$ cat src/rtl/core/tdpc_pkg.sv
package tdpc_pkg;

  localparam int DEFAULT_NUM_WIDTH = 32;

  // Wheel of 30: candidates that survive 2, 3 and 5 are only tested
  // against base + offset for these eight offsets.
  localparam int WHEEL_STEP  = 30;
  localparam int WHEEL_SLOTS = 8;
  localparam int SLOT_BITS   = 3;
  localparam int OFFSET_BITS = 5;

  localparam int PRIME_TWO   = 2;
  localparam int PRIME_THREE = 3;
  localparam int PRIME_FIVE  = 5;

  // Slot 0 (offset one) gives no useful divisor at base 0, so the trial loop
  // begins at slot 1, which is the first divisor above five.
  localparam logic [SLOT_BITS-1:0] FIRST_SLOT = SLOT_BITS'(1);
  localparam logic [SLOT_BITS-1:0] LAST_SLOT  = SLOT_BITS'(WHEEL_SLOTS - 1);

  function automatic logic [OFFSET_BITS-1:0] wheel_offset(input logic [SLOT_BITS-1:0] slot);
    logic [OFFSET_BITS-1:0] off;
    unique case (slot)
      3'd0:    off = 5'd1;
      3'd1:    off = 5'd7;
      3'd2:    off = 5'd11;
      3'd3:    off = 5'd13;
      3'd4:    off = 5'd17;
      3'd5:    off = 5'd19;
      3'd6:    off = 5'd23;
      default: off = 5'd29;
    endcase
    return off;
  endfunction

endpackage

$ cat src/rtl/core/tdpc_div.sv
module tdpc_div #(
  parameter int NUM_WIDTH = tdpc_pkg::DEFAULT_NUM_WIDTH
) (
  input  logic                 clk,
  input  logic                 rst_n,
  input  logic                 start,
  input  logic [NUM_WIDTH-1:0] dividend,
  input  logic [NUM_WIDTH-1:0] divisor,
  output logic                 done,
  output logic [NUM_WIDTH-1:0] quotient,
  output logic [NUM_WIDTH-1:0] remainder
);

  localparam int W  = NUM_WIDTH;
  localparam int CW = $clog2(W + 1);

  logic          run_r, run_nxt;
  logic          done_r, done_nxt;
  logic [CW-1:0] cnt_r, cnt_nxt;
  logic [W-1:0]  rem_r, rem_nxt;
  logic [W-1:0]  quo_r, quo_nxt;
  logic [W-1:0]  dvs_r, dvs_nxt;

  logic [W:0]    shifted;
  logic [W:0]    diff;
  logic          fits;

  // One restoring step per cycle: shift in the next dividend bit and
  // subtract the divisor when the partial remainder allows it.
  always_comb begin
    shifted = {rem_r, quo_r[W-1]};
    diff    = shifted - {1'b0, dvs_r};
    fits    = (shifted >= {1'b0, dvs_r});

    run_nxt  = run_r;
    done_nxt = 1'b0;
    cnt_nxt  = cnt_r;
    rem_nxt  = rem_r;
    quo_nxt  = quo_r;
    dvs_nxt  = dvs_r;

    if (start) begin
      run_nxt = 1'b1;
      cnt_nxt = CW'(W);
      rem_nxt = '0;
      quo_nxt = dividend;
      dvs_nxt = divisor;
    end else if (run_r) begin
      rem_nxt = fits ? diff[W-1:0] : shifted[W-1:0];
      quo_nxt = {quo_r[W-2:0], fits};
      cnt_nxt = cnt_r - CW'(1);
      if (cnt_r == CW'(1)) begin
        run_nxt  = 1'b0;
        done_nxt = 1'b1;
      end
    end
  end

  always_ff @(posedge clk) begin
    if (!rst_n) begin
      run_r  <= 1'b0;
      done_r <= 1'b0;
      cnt_r  <= '0;
    end else begin
      run_r  <= run_nxt;
      done_r <= done_nxt;
      cnt_r  <= cnt_nxt;
    end
    rem_r <= rem_nxt;
    quo_r <= quo_nxt;
    dvs_r <= dvs_nxt;
  end

  assign done      = done_r;
  assign quotient  = quo_r;
  assign remainder = rem_r;

endmodule

$ cat src/rtl/core/trial_division_prime_check.sv
// Primality test by trial division on a wheel of 30.
//
// Input: pulse start with the number on in_candidate while busy is low; the
// item is taken at that edge. busy rises in the next cycle unless the result
// is already shown there.
// Output: out_valid is high for exactly one cycle with out_is_prime. The
// receiver cannot hold a result off; it must sample it in that cycle.
// busy falls in the cycle where out_valid is shown, so the next start may
// come together with the result.
//
// 0, 1, 2, 3, 5 and even numbers are answered in the cycle after start.
// Otherwise every step runs through the shared radix-2 divider; Newton and
// trial steps each pass an issue state (S_ROOT_CMP, S_TRIAL) before their
// division. That is two divisions for 3 and 5, about NUM_WIDTH / 2 + 4
// Newton steps for the square root, then one division per wheel divisor up
// to the root (8 per 30). For a 32-bit prime near 2**32 that is roughly 17500
// divisions. The block handles one item at a time.
//
// Reset returns the sequencer to idle and drops any item in progress.
module trial_division_prime_check #(
  parameter int NUM_WIDTH = tdpc_pkg::DEFAULT_NUM_WIDTH
) (
  input  logic                 clk,
  input  logic                 rst_n,
  input  logic                 start,
  output logic                 busy,
  input  logic [NUM_WIDTH-1:0] in_candidate,
  output logic                 out_valid,
  output logic                 out_is_prime
);

  localparam int W = NUM_WIDTH;

  typedef enum logic [2:0] {
    S_IDLE,
    S_MOD3_WAIT,
    S_MOD5_WAIT,
    S_ROOT_CMP,
    S_ROOT_WAIT,
    S_TRIAL,
    S_TRIAL_WAIT
  } state_t;

  state_t state_r;

  logic [W-1:0] n_r;
  logic [W-1:0] cur_r;
  logic [W-1:0] next_r;
  logic [W-1:0] base_r;
  logic [tdpc_pkg::SLOT_BITS-1:0] slot_r;
  logic         div_start_r;
  logic [W-1:0] div_divisor_r;
  logic         out_valid_r;
  logic         out_is_prime_r;

  logic         div_done;
  logic [W-1:0] div_quo;
  logic [W-1:0] div_rem;
  logic [W-1:0] trial_d;

  tdpc_div #(
    .NUM_WIDTH(NUM_WIDTH)
  ) u_div (
    .clk       (clk),
    .rst_n     (rst_n),
    .start     (div_start_r),
    .dividend  (n_r),
    .divisor   (div_divisor_r),
    .done      (div_done),
    .quotient  (div_quo),
    .remainder (div_rem)
  );

  assign trial_d = base_r + W'(tdpc_pkg::wheel_offset(slot_r));

  always_ff @(posedge clk) begin
    if (!rst_n) begin
      state_r        <= S_IDLE;
      div_start_r    <= 1'b0;
      out_valid_r    <= 1'b0;
    end else begin
      div_start_r <= 1'b0;
      out_valid_r <= 1'b0;
      unique case (state_r)
        S_IDLE: begin
          if (start) begin
            n_r <= in_candidate;
            if (in_candidate < W'(tdpc_pkg::PRIME_TWO)) begin
              out_valid_r    <= 1'b1;
              out_is_prime_r <= 1'b0;
            end else if (in_candidate == W'(tdpc_pkg::PRIME_TWO) ||
                         in_candidate == W'(tdpc_pkg::PRIME_THREE) ||
                         in_candidate == W'(tdpc_pkg::PRIME_FIVE)) begin
              out_valid_r    <= 1'b1;
              out_is_prime_r <= 1'b1;
            end else if (!in_candidate[0]) begin
              out_valid_r    <= 1'b1;
              out_is_prime_r <= 1'b0;
            end else begin
              div_start_r   <= 1'b1;
              div_divisor_r <= W'(tdpc_pkg::PRIME_THREE);
              state_r       <= S_MOD3_WAIT;
            end
          end
        end
        S_MOD3_WAIT: begin
          if (div_done) begin
            if (div_rem == '0) begin
              out_valid_r    <= 1'b1;
              out_is_prime_r <= 1'b0;
              state_r        <= S_IDLE;
            end else begin
              div_start_r   <= 1'b1;
              div_divisor_r <= W'(tdpc_pkg::PRIME_FIVE);
              state_r       <= S_MOD5_WAIT;
            end
          end
        end
        S_MOD5_WAIT: begin
          if (div_done) begin
            if (div_rem == '0) begin
              out_valid_r    <= 1'b1;
              out_is_prime_r <= 1'b0;
              state_r        <= S_IDLE;
            end else begin
              // Newton iteration starts from n and ceil(n / 2).
              cur_r   <= n_r;
              next_r  <= (n_r >> 1) + W'(n_r[0]);
              state_r <= S_ROOT_CMP;
            end
          end
        end
        S_ROOT_CMP: begin
          if (next_r < cur_r) begin
            cur_r         <= next_r;
            div_start_r   <= 1'b1;
            div_divisor_r <= next_r;
            state_r       <= S_ROOT_WAIT;
          end else begin
            // cur_r now holds the integer square root.
            base_r  <= '0;
            slot_r  <= tdpc_pkg::FIRST_SLOT;
            state_r <= S_TRIAL;
          end
        end
        S_ROOT_WAIT: begin
          if (div_done) begin
            // Floor of (cur + n / cur) / 2 without a carry out.
            next_r  <= (cur_r & div_quo) + ((cur_r ^ div_quo) >> 1);
            state_r <= S_ROOT_CMP;
          end
        end
        S_TRIAL: begin
          if (trial_d > cur_r) begin
            out_valid_r    <= 1'b1;
            out_is_prime_r <= 1'b1;
            state_r        <= S_IDLE;
          end else begin
            div_start_r   <= 1'b1;
            div_divisor_r <= trial_d;
            state_r       <= S_TRIAL_WAIT;
          end
        end
        S_TRIAL_WAIT: begin
          if (div_done) begin
            if (div_rem == '0) begin
              out_valid_r    <= 1'b1;
              out_is_prime_r <= 1'b0;
              state_r        <= S_IDLE;
            end else begin
              if (slot_r == tdpc_pkg::LAST_SLOT) begin
                slot_r <= '0;
                base_r <= base_r + W'(tdpc_pkg::WHEEL_STEP);
              end else begin
                slot_r <= slot_r + tdpc_pkg::SLOT_BITS'(1);
              end
              state_r <= S_TRIAL;
            end
          end
        end
        default: state_r <= S_IDLE;
      endcase
    end
  end

  assign busy         = (state_r != S_IDLE);
  assign out_valid    = out_valid_r;
  assign out_is_prime = out_is_prime_r;

endmodule

$ cat config.mk
export PLATFORM = sky130hd
export DESIGN_NAME = trial_division_prime_check
export DESIGN_NICKNAME = d
export VERILOG_FILES = /design/src/rtl/core/tdpc_pkg.sv /design/src/rtl/core/tdpc_div.sv /design/src/rtl/core/trial_division_prime_check.sv
export SDC_FILE = /design/constraint.sdc
export NUM_CORES = 1
export LEC_CHECK = 0
export BUFFER_PORTS_ARGS = -buffer_cell sky130_fd_sc_hd__buf_2
export CAP_MARGIN = 20
export CORE_UTILIZATION = 55
export CTS_BUF_LIST = sky130_fd_sc_hd__clkbuf_2 sky130_fd_sc_hd__clkbuf_4 sky130_fd_sc_hd__clkbuf_8
export CTS_CLUSTER_SIZE = 40
export DETAILED_ROUTE_END_ITERATION = 12
export PLACE_DENSITY = 0.74
export SYNTH_ARGS = -nofsm -noshare
export SYNTH_HDL_FRONTEND = slang
export SYNTH_SLANG_ARGS = --single-unit
$ cat constraint.sdc
create_clock -name clk -period 6.4 [get_ports clk]
set_clock_uncertainty 0.1 [all_clocks]
set_input_delay 0.64 -clock clk [delete_from_list [all_inputs] [get_ports clk]]
set_output_delay 0.64 -clock clk [all_outputs]
set_load 0.01 [all_outputs]
==> metrics, run 1 <==
Hold Path End=n_r[15]$_DFFE_PP_; 1st-iter DRT viols=approximately 1,300; post-synth cell types=75; worst hold path depth=1; Finished Layout Cells=2,313; Die X-Extent=~180 um; register-to-register setup slack=roughly 0.38 ns; Slew Viols, Final=0; most common cell after layout, fill and taps aside=nand2_1; Ys Warns=0; GRT Resource Usage Total=around a quarter; hpwl dp=30.9 mm; r2r endpoint=div_divisor_r[28]$_SDFFCE_PN0P_; HP Start=in_candidate[15]; DRC=0; critical path type=flop to flop; status=finished clean; Synth Net Count=2,047; I/O Pins=38; PD cells=about 270 nW/um^2; Worst setup SP type=flop; Post-Syn Area per Cell=slightly below 10 um^2; final period utilization=between 90% and 100%; Final ANT Viol Nets=0; Hold Buf Count CTS=0; Port Buffers=37; clk_lat worst skew=0.57 ns; initial cell density of the core=between 50 and 60%; FMAX=166 MHz; vias per cell=roughly 6; Critical Path Fanout Max=32; Worst EP arrival=6.11 ns; Worst Setup End Kind=flop; clk root buf=clkbuf_8; grt ovf=0; Post-synth ARST share=0%; TritonRoute pass-1 iters=7; cts bufs inserted=47; pin count of the biggest net entering global routing=61; RePlAce Congestion=0.974; Synth Register Bits=272; Resized cells post-CTS=0; Worst VDD drop=0.210 mV; Longest Clk Path Bufs=3; worst hold path type=input pin to flop; first-pass GRT wire length=around 67 mm; Die ar.=33,000 um^2; CP required=6.49 ns; fraction of layout cells with a size suffix above 1=10.3%; Worst Max-Slew Pin Slew=1.10 ns; worst r2r path cells=21; Mapped Area=about 18,000 um^2; vias in the first global route=roughly 13,000; CTS tree=yes; final setup fails=0; most frequent cells in the layout=nand2_1 (281), edfxtp_1 (227), ha_1 (171); slew margin rel.=27.0%; CORE AREA=31,600 um^2; Max-Cap Viols=0; Most used DFF post-synth=edfxtp_1; Final min period=roughly 6 ns; area growth from synthesis to layout=8.97%; RR Startpoint=slot_r[0]$_SDFFCE_PP1P_; H-tree Lvls=2; row count=65; DR WL/cell=around 18 um; Sinks on Clock Net=272; cell count after synthesis=roughly 1,800; RSZ-0062 raised after global routing=false; Worst-path clk slew=0.07 ns; via count=around 14,000; Final Hold Vio Count=0; setup bufs post-CTS=0; placed cells=around 2,200; register area share after synthesis=43.4%; leak pwr=0.00817 uW; fin nets=roughly 2,100; number of synthesized flops with an enable pin=227; antenna cells=0; hold_ws=0.158 ns; setup_tns=0 ns; antenna violations before repair=0; die height=~180 um; final WL=between 40 and 50 mm
==> layout make-up <==
type | instances | area, um^2
Fill cell | 2636 | 12300
Sequential cell | 272 | 7720
Inverter | 97 | 364
Clock buffer | 64 | 781
Multi-Input combinational cell | 1403 | 9430
Tap cell | 402 | 503
Timing Repair Buffer | 53 | 343
Clock inverter | 22 | 215
==> worst max-delay path, cell delays in order, from the launching register on <==
cell and delay, ns:
edfxtp_1 0.40, inv_1 0.10, ha_1 0.20, or2_2 0.29, o32ai_1 0.39, ha_1 0.25
a21o_1 0.09, a21oi_1 0.06, buf_4 0.15, or3_1 0.45, nor2_1 0.40, nand3_1 0.18
xnor2_1 0.24, ha_1 0.29, and4_1 0.23, a221o_1 0.32, a211o_1 0.29, o221ai_1 0.19
a21oi_1 0.21, a21bo_2 0.27, nor3_4 0.11, buf_4 0.39
==> registers in the layout (all words and copies together), names as in the netlist <==
signal / count
base_r: 31
cur_r: 32
div_divisor_r: 32
div_start_r: 1
n_r: 32
next_r: 32
out_is_prime: 1
out_valid: 1
slot_r: 3
state_r: 3
u_div.cnt_r: 6
u_div.done: 1
u_div.dvs_r: 32
u_div.quotient: 32
u_div.remainder: 32
u_div.run_r: 1
==> cell families (layout without fill, tap and decap cells) <==
kind of cell	after synthesis	in the layout	share of synthesized area, %
mux	48	48	2.96
buf+inv	163	236	3.63
simple gates	655	655	16.7
compound gates	401	401	14.7
xor+xnor	125	125	6.16
fa+ha+maj	174	174	12.4
flops	272	272	43.4
==> worst max-delay path by stage <==
| stage | start | slack (ns) | depth (start not counted) | endpoint |
|---|---|---|---|---|
| after floorplan | slot_r[0]$_SDFFCE_PP1P_ | 0.32 | 21 | div_divisor_r[0]$_SDFFCE_PN1P_ |
| after global placement | slot_r[0]$_SDFFCE_PP1P_ | 0.65 | 21 | div_divisor_r[28]$_SDFFCE_PN0P_ |
| final | slot_r[0]$_SDFFCE_PP1P_ | 0.38 | 21 | div_divisor_r[28]$_SDFFCE_PN0P_ |
| after detailed placement | slot_r[1]$_SDFFCE_PP0P_ | 0.52 | 21 | div_divisor_r[29]$_SDFFCE_PN0P_ |
| after CTS | slot_r[1]$_SDFFCE_PP0P_ | 0.46 | 21 | div_divisor_r[27]$_SDFFCE_PN0P_ |
| after global routing | slot_r[1]$_SDFFCE_PP0P_ | 0.02 | 24 | div_divisor_r[29]$_SDFFCE_PN0P_ |
==> routing by layer <==
metal  part of all wire, %  track usage, %  vias up
met5                     0               0        -
met4                   2.0            7.02        0
met3                   6.4            3.53       69
met2                    46            40.5      487
met1                    46            35.6     6519
li1                      -               -     6753
==> power breakdown <==
group / internal [uW] / switching, uW / total (uW)
combinational: 566 / 771 / 1340
sequential: 2040 / 134 / 2180
clock: 957 / 714 / 1670
total: 3570 / 1620 / 5180
==> Yosys cell counts, types with 28 or more instances <==
master	number	area, um^2
o21ai_0	80	400
ha_1	171	2140
inv_1	97	364
xnor2_1	66	578
a211oi_1	28	210
mux2_2	32	360
dfxtp_1	45	901
nand4_1	35	219
xor2_1	59	517
nor2_1	152	571
clkbuf_1	48	180
nor3_1	28	140
nand3_1	49	245
nand2_1	281	1050
a21oi_1	119	596
a21o_1	58	435
edfxtp_1	227	6820
==> per-stage QoR <==
stage / total power (uW) / area (um^2) / setup slack [ns] / utilization [%]
2_1_floorplan: 3250 / 17800 / 0.317 / -
3_3_place_gp: 3490 / 18300 / 0.648 / 57.8
3_5_place_dp: 3530 / 18300 / 0.518 / 57.9
4_1_cts: 5210 / 19300 / 0.455 / 61.1
5_1_grt: 5470 / 19400 / 0.0199 / 61.2
6_report: 5180 / 19400 / 0.382 / 61.2
No activity file was read; power rests on OpenSTA's default activity.
==> run 2: changes to the inputs <==
--- a/config.mk
+++ b/config.mk
@@ -5,8 +5,9 @@
 export SDC_FILE = /design/constraint.sdc
 export NUM_CORES = 1
 export LEC_CHECK = 0
+export ABC_AREA = 1
 export BUFFER_PORTS_ARGS = -buffer_cell sky130_fd_sc_hd__buf_2
-export CAP_MARGIN = 20
+export CAP_MARGIN = 15
 export CORE_UTILIZATION = 55
 export CTS_BUF_LIST = sky130_fd_sc_hd__clkbuf_2 sky130_fd_sc_hd__clkbuf_4 sky130_fd_sc_hd__clkbuf_8
 export CTS_CLUSTER_SIZE = 40
==> run 2 against run 1 <==
Effect of this change:
- register-to-register slack gained 0.39 ns
- clock-buffer cell count decreased by 10
- first-iteration DRC count up 3.4%
- highest routed layer unchanged
- largest cell class unchanged
- sequential power up 11%
- wire length increased by 35%
- power rose by 26%
==> metrics, run 2 <==
Ys Warns=0 (unchanged); RePlAce Congestion=0.969 (was 0.974); NetSw=2450 uW (was 1620 uW); Most used DFF post-synth=edfxtp_1 (unchanged); final setup fails=0 (unchanged); cell count after synthesis=2,355 (was 1,838); Post-synth top cells=nand2_1 (615), inv_1 (290), edfxtp_1 (227) (was nand2_1 (281), edfxtp_1 (227), ha_1 (171)); cts bufs inserted=48 (was 47); Final min period=5.63 ns (was 6.02 ns); Slew Viols, Final=0 (unchanged); Mapped Area=18,700 um^2 (was 17,800 um^2); 1st-iter DRT viols=1,300 (was 1,257); CP peak stage delay=0.59 ns (was 0.45 ns); CP startpoint=slot_r[0]$_SDFFCE_PP1P_ (unchanged); Post-synth ARST share=0% (unchanged); Resized cells post-CTS=0 (unchanged); Register Area=7720 um^2 (about the same); number of synthesized flops with an enable pin=227 (unchanged); TritonRoute pass-1 iters=8 (was 7); Worst VDD drop=0.229 mV (was 0.210 mV); WP buf/inv=2 (was 3); Worst EP arrival=5.83 ns (was 6.11 ns); switching share of total power=37.6% (was 31.2%); Hold Buf Count CTS=0 (unchanged); DRC=0 (unchanged); Synth Net Count=2,564 (was 2,047); Compound-Gate Fraction of Synth Area=11.5% (was 14.7%); grt ovf=0 (unchanged); hpwl dp=43.6 mm (was 30.9 mm); Die ar.=34,700 um^2 (was 33,000 um^2); vias in the first global route=16,500 (was 13,100); most common cell after layout, fill and taps aside=nand2_1 (unchanged); Max-Cap Viols=0 (unchanged); Yosys top cell by area=edfxtp_1 (unchanged); area growth from synthesis to layout=9.70% (was 8.97%); fin nets=2,621 (was 2,083); Die X-Extent=186 um (was 182 um); Worst Setup End Kind=flop (unchanged); Synth Area in XOR/XNOR=3.19% (was 6.16%); clock network power share=28.4% (was 32.2%); HP Start=in_candidate[22] (was in_candidate[15]); Port Buffers=37 (unchanged); Most Frequent Cell on Critical Path=nand2_1 (was ha_1); Sinks on Clock Net=272 (unchanged); CP required=6.60 ns (was 6.49 ns); fillcell total=3,034 (was 2,636); Sequential Power Share=37.2% (was 42.0%); CTS tree=yes (unchanged); mux share of post-synthesis cell area=0.0602% (was 2.96%); vias per cell=5.70 (was 5.98); RR Startpoint=slot_r[0]$_SDFFCE_PP1P_ (unchanged); crit path max-delay cell type=and3_1 (was or3_1); worst-path cell chain=ha_1, or2_2, o32ai_1, ha_1, nand2_1, o21ai_1, nand2_1, nor2_1, nand2_1, nor2_1, nand3_1, xor2_1, inv_1, ha_1, nand2_1, nor2_1, nand2_1, nor3b_1, nand4_1, nand3_1, and3_1, buf_12 (was inv_1, ha_1, or2_2, o32ai_1, ha_1, a21o_1, a21oi_1, buf_4, or3_1, nor2_1, nand3_1, xnor2_1, ha_1, and4_1, a221o_1, a211o_1, o221ai_1, a21oi_1, a21bo_2, nor3_4, buf_4); clk root buf=clkbuf_8 (unchanged); Synth Register Bits=272 (unchanged); Worst Max-Slew Pin Slew=0.800 ns (was 1.10 ns); first-pass GRT wire length=87.2 mm (was 66.9 mm); largest family of logic cells by synthesized area=simple AND/OR/NAND/NOR gates (unchanged); FMAX=178 MHz (was 166 MHz); CORE AREA=33,500 um^2 (was 31,600 um^2); Worst setup SP type=flop (unchanged); final period utilization=87.9% (was 94.0%); multi-input combinational cell area=9710 um^2 (was 9430 um^2); clk_lat worst skew=0.62 ns (was 0.57 ns); initial cell density of the core=55.8% (was 56.2%); via count=16,500 (was 13,800); DR WL/cell=19.1 um (was 17.8 um); setup bufs post-CTS=0 (unchanged); top-count cell post-synth=nand2_1 (unchanged); post-synth cell types=49 (was 75); hold_ws=0.103 ns (was 0.158 ns); die height=186 um (was 182 um); row count=67 (was 65); setup_tns=0 ns (unchanged); simple-gate portion of the synthesized area=25.2% (was 16.7%); PD cells=318 nW/um^2 (was 268 nW/um^2); GRT Resource Usage Total=32.0% (was 25.2%); Worst-path clk slew=0.07 ns (about the same); antenna cells=0 (unchanged); slew margin rel.=46.6% (was 27.0%); critical path type=flop to flop (unchanged); Synth area leaders=edfxtp_1 (36%), nand2_1 (12%), ha_1 (11%) (was edfxtp_1 (38%), ha_1 (12%), nand2_1 (5.9%)); pin count of the biggest net entering global routing=69 (was 61); leak pwr=0.00917 uW (was 0.00817 uW); Critical Path Fanout Max=21 (was 32); H-tree Lvls=2 (unchanged); Final ANT Viol Nets=0 (unchanged); most frequent cells in the layout=nand2_1 (615), inv_1 (288), edfxtp_1 (227) (was nand2_1 (281), edfxtp_1 (227), ha_1 (171)); antenna violations before repair=0 (unchanged); combinational share of power=34.4% (was 25.8%); Longest Clk Path Bufs=3 (unchanged); register area share after synthesis=41.3% (was 43.4%); status=finished clean (unchanged); fraction of layout cells with a size suffix above 1=7.34% (was 10.3%); delay-heaviest family, CP=simple AND/OR/NAND/NOR gates (was compound AO/OA/AOI/OAI gates); I/O Pins=38 (unchanged); Final Hold Vio Count=0 (unchanged); Adder-Cell Fraction of Synth Area=11.8% (was 12.4%); Int Pwr=4080 uW (was 3570 uW); RSZ-0062 raised after global routing=false (unchanged); final total power=6530 uW (was 5180 uW); area fraction of the dominant cell type after synthesis=36.5% (was 38.4%); final WL=55.4 mm (was 41.2 mm); Post-Syn Area per Cell=7.94 um^2 (was 9.67 um^2); worst hold path type=input pin to flop (unchanged)
[run 2: changes by cell type after synthesis, sizes merged, moves of 32 or more]
cell / delta
a21oi: +39
o21ai: +96
nand3: +95
inv: +196
mux2: -32
a21o: -48
xnor2: -44
nor2: +58
nand2: +343
[run 2: kinds of logic after synthesis]
family,after synthesis
adder cells (fa/ha/maj),174
flip-flops,272
AO/OA/AOI/OAI,400
AND/OR/NAND/NOR,1102
multiplexers,1
buffers and inverters,338
XOR/XNOR,68
[run 2: power groups by stage]
stage | logic [uW] | clock network (uW) | registers (uW)
2_1_floorplan | 1550 | 0 | 2430
3_3_place_gp | 2180 | 0 | 2460
3_5_place_dp | 2210 | 0 | 2460
4_1_cts | 2230 | 1880 | 2430
5_1_grt | 2520 | 1950 | 2460
6_report | 2250 | 1850 | 2430
[run 2: cell type report]
cell class / count / share of cell area (%)
Clock inverter: 36 / 1.88
Inverter: 294 / 5.38
Timing Repair Buffer: 51 / 1.57
Multi-Input combinational cell: 1745 / 47.3
Clock buffer: 54 / 3.47
Sequential cell: 272 / 37.6
Tap cell: 448 / 2.73
[run 2: metal layers]
metal	vias up	GRT usage (%)	wire (um)
met2	601	55.1	26600
met5	-	0	0
li1	8080	-	-
met3	146	3.61	3020
met4	0	17.3	2820
met1	7707	39.5	22900
[run 2: path summary, 6_finish.rpt]
kind                                          to  slack (ns)  depth (start not counted)
setup / recovery  div_divisor_r[5]$_SDFFCE_PN0P_        0.77                         22
hold / removal                 n_r[22]$_DFFE_PP_        0.10                          1
setup reg to reg  div_divisor_r[5]$_SDFFCE_PN0P_        0.77                         22
hold reg to reg        u_div.dvs_r[19]$_DFFE_PP_        0.32                          0
[run 2: metrics by stage]
step,instance area [um^2],instances,utilization [%],setup WS (ns)
floorplan,18700,2355,-,1.55
CTS,20500,2899,61.1,0.801
global route,20500,2900,61.2,0.229
global placement,19400,2809,57.8,1.05
detailed placement,19400,2809,57.8,0.819
finish,20500,2900,61.2,0.773
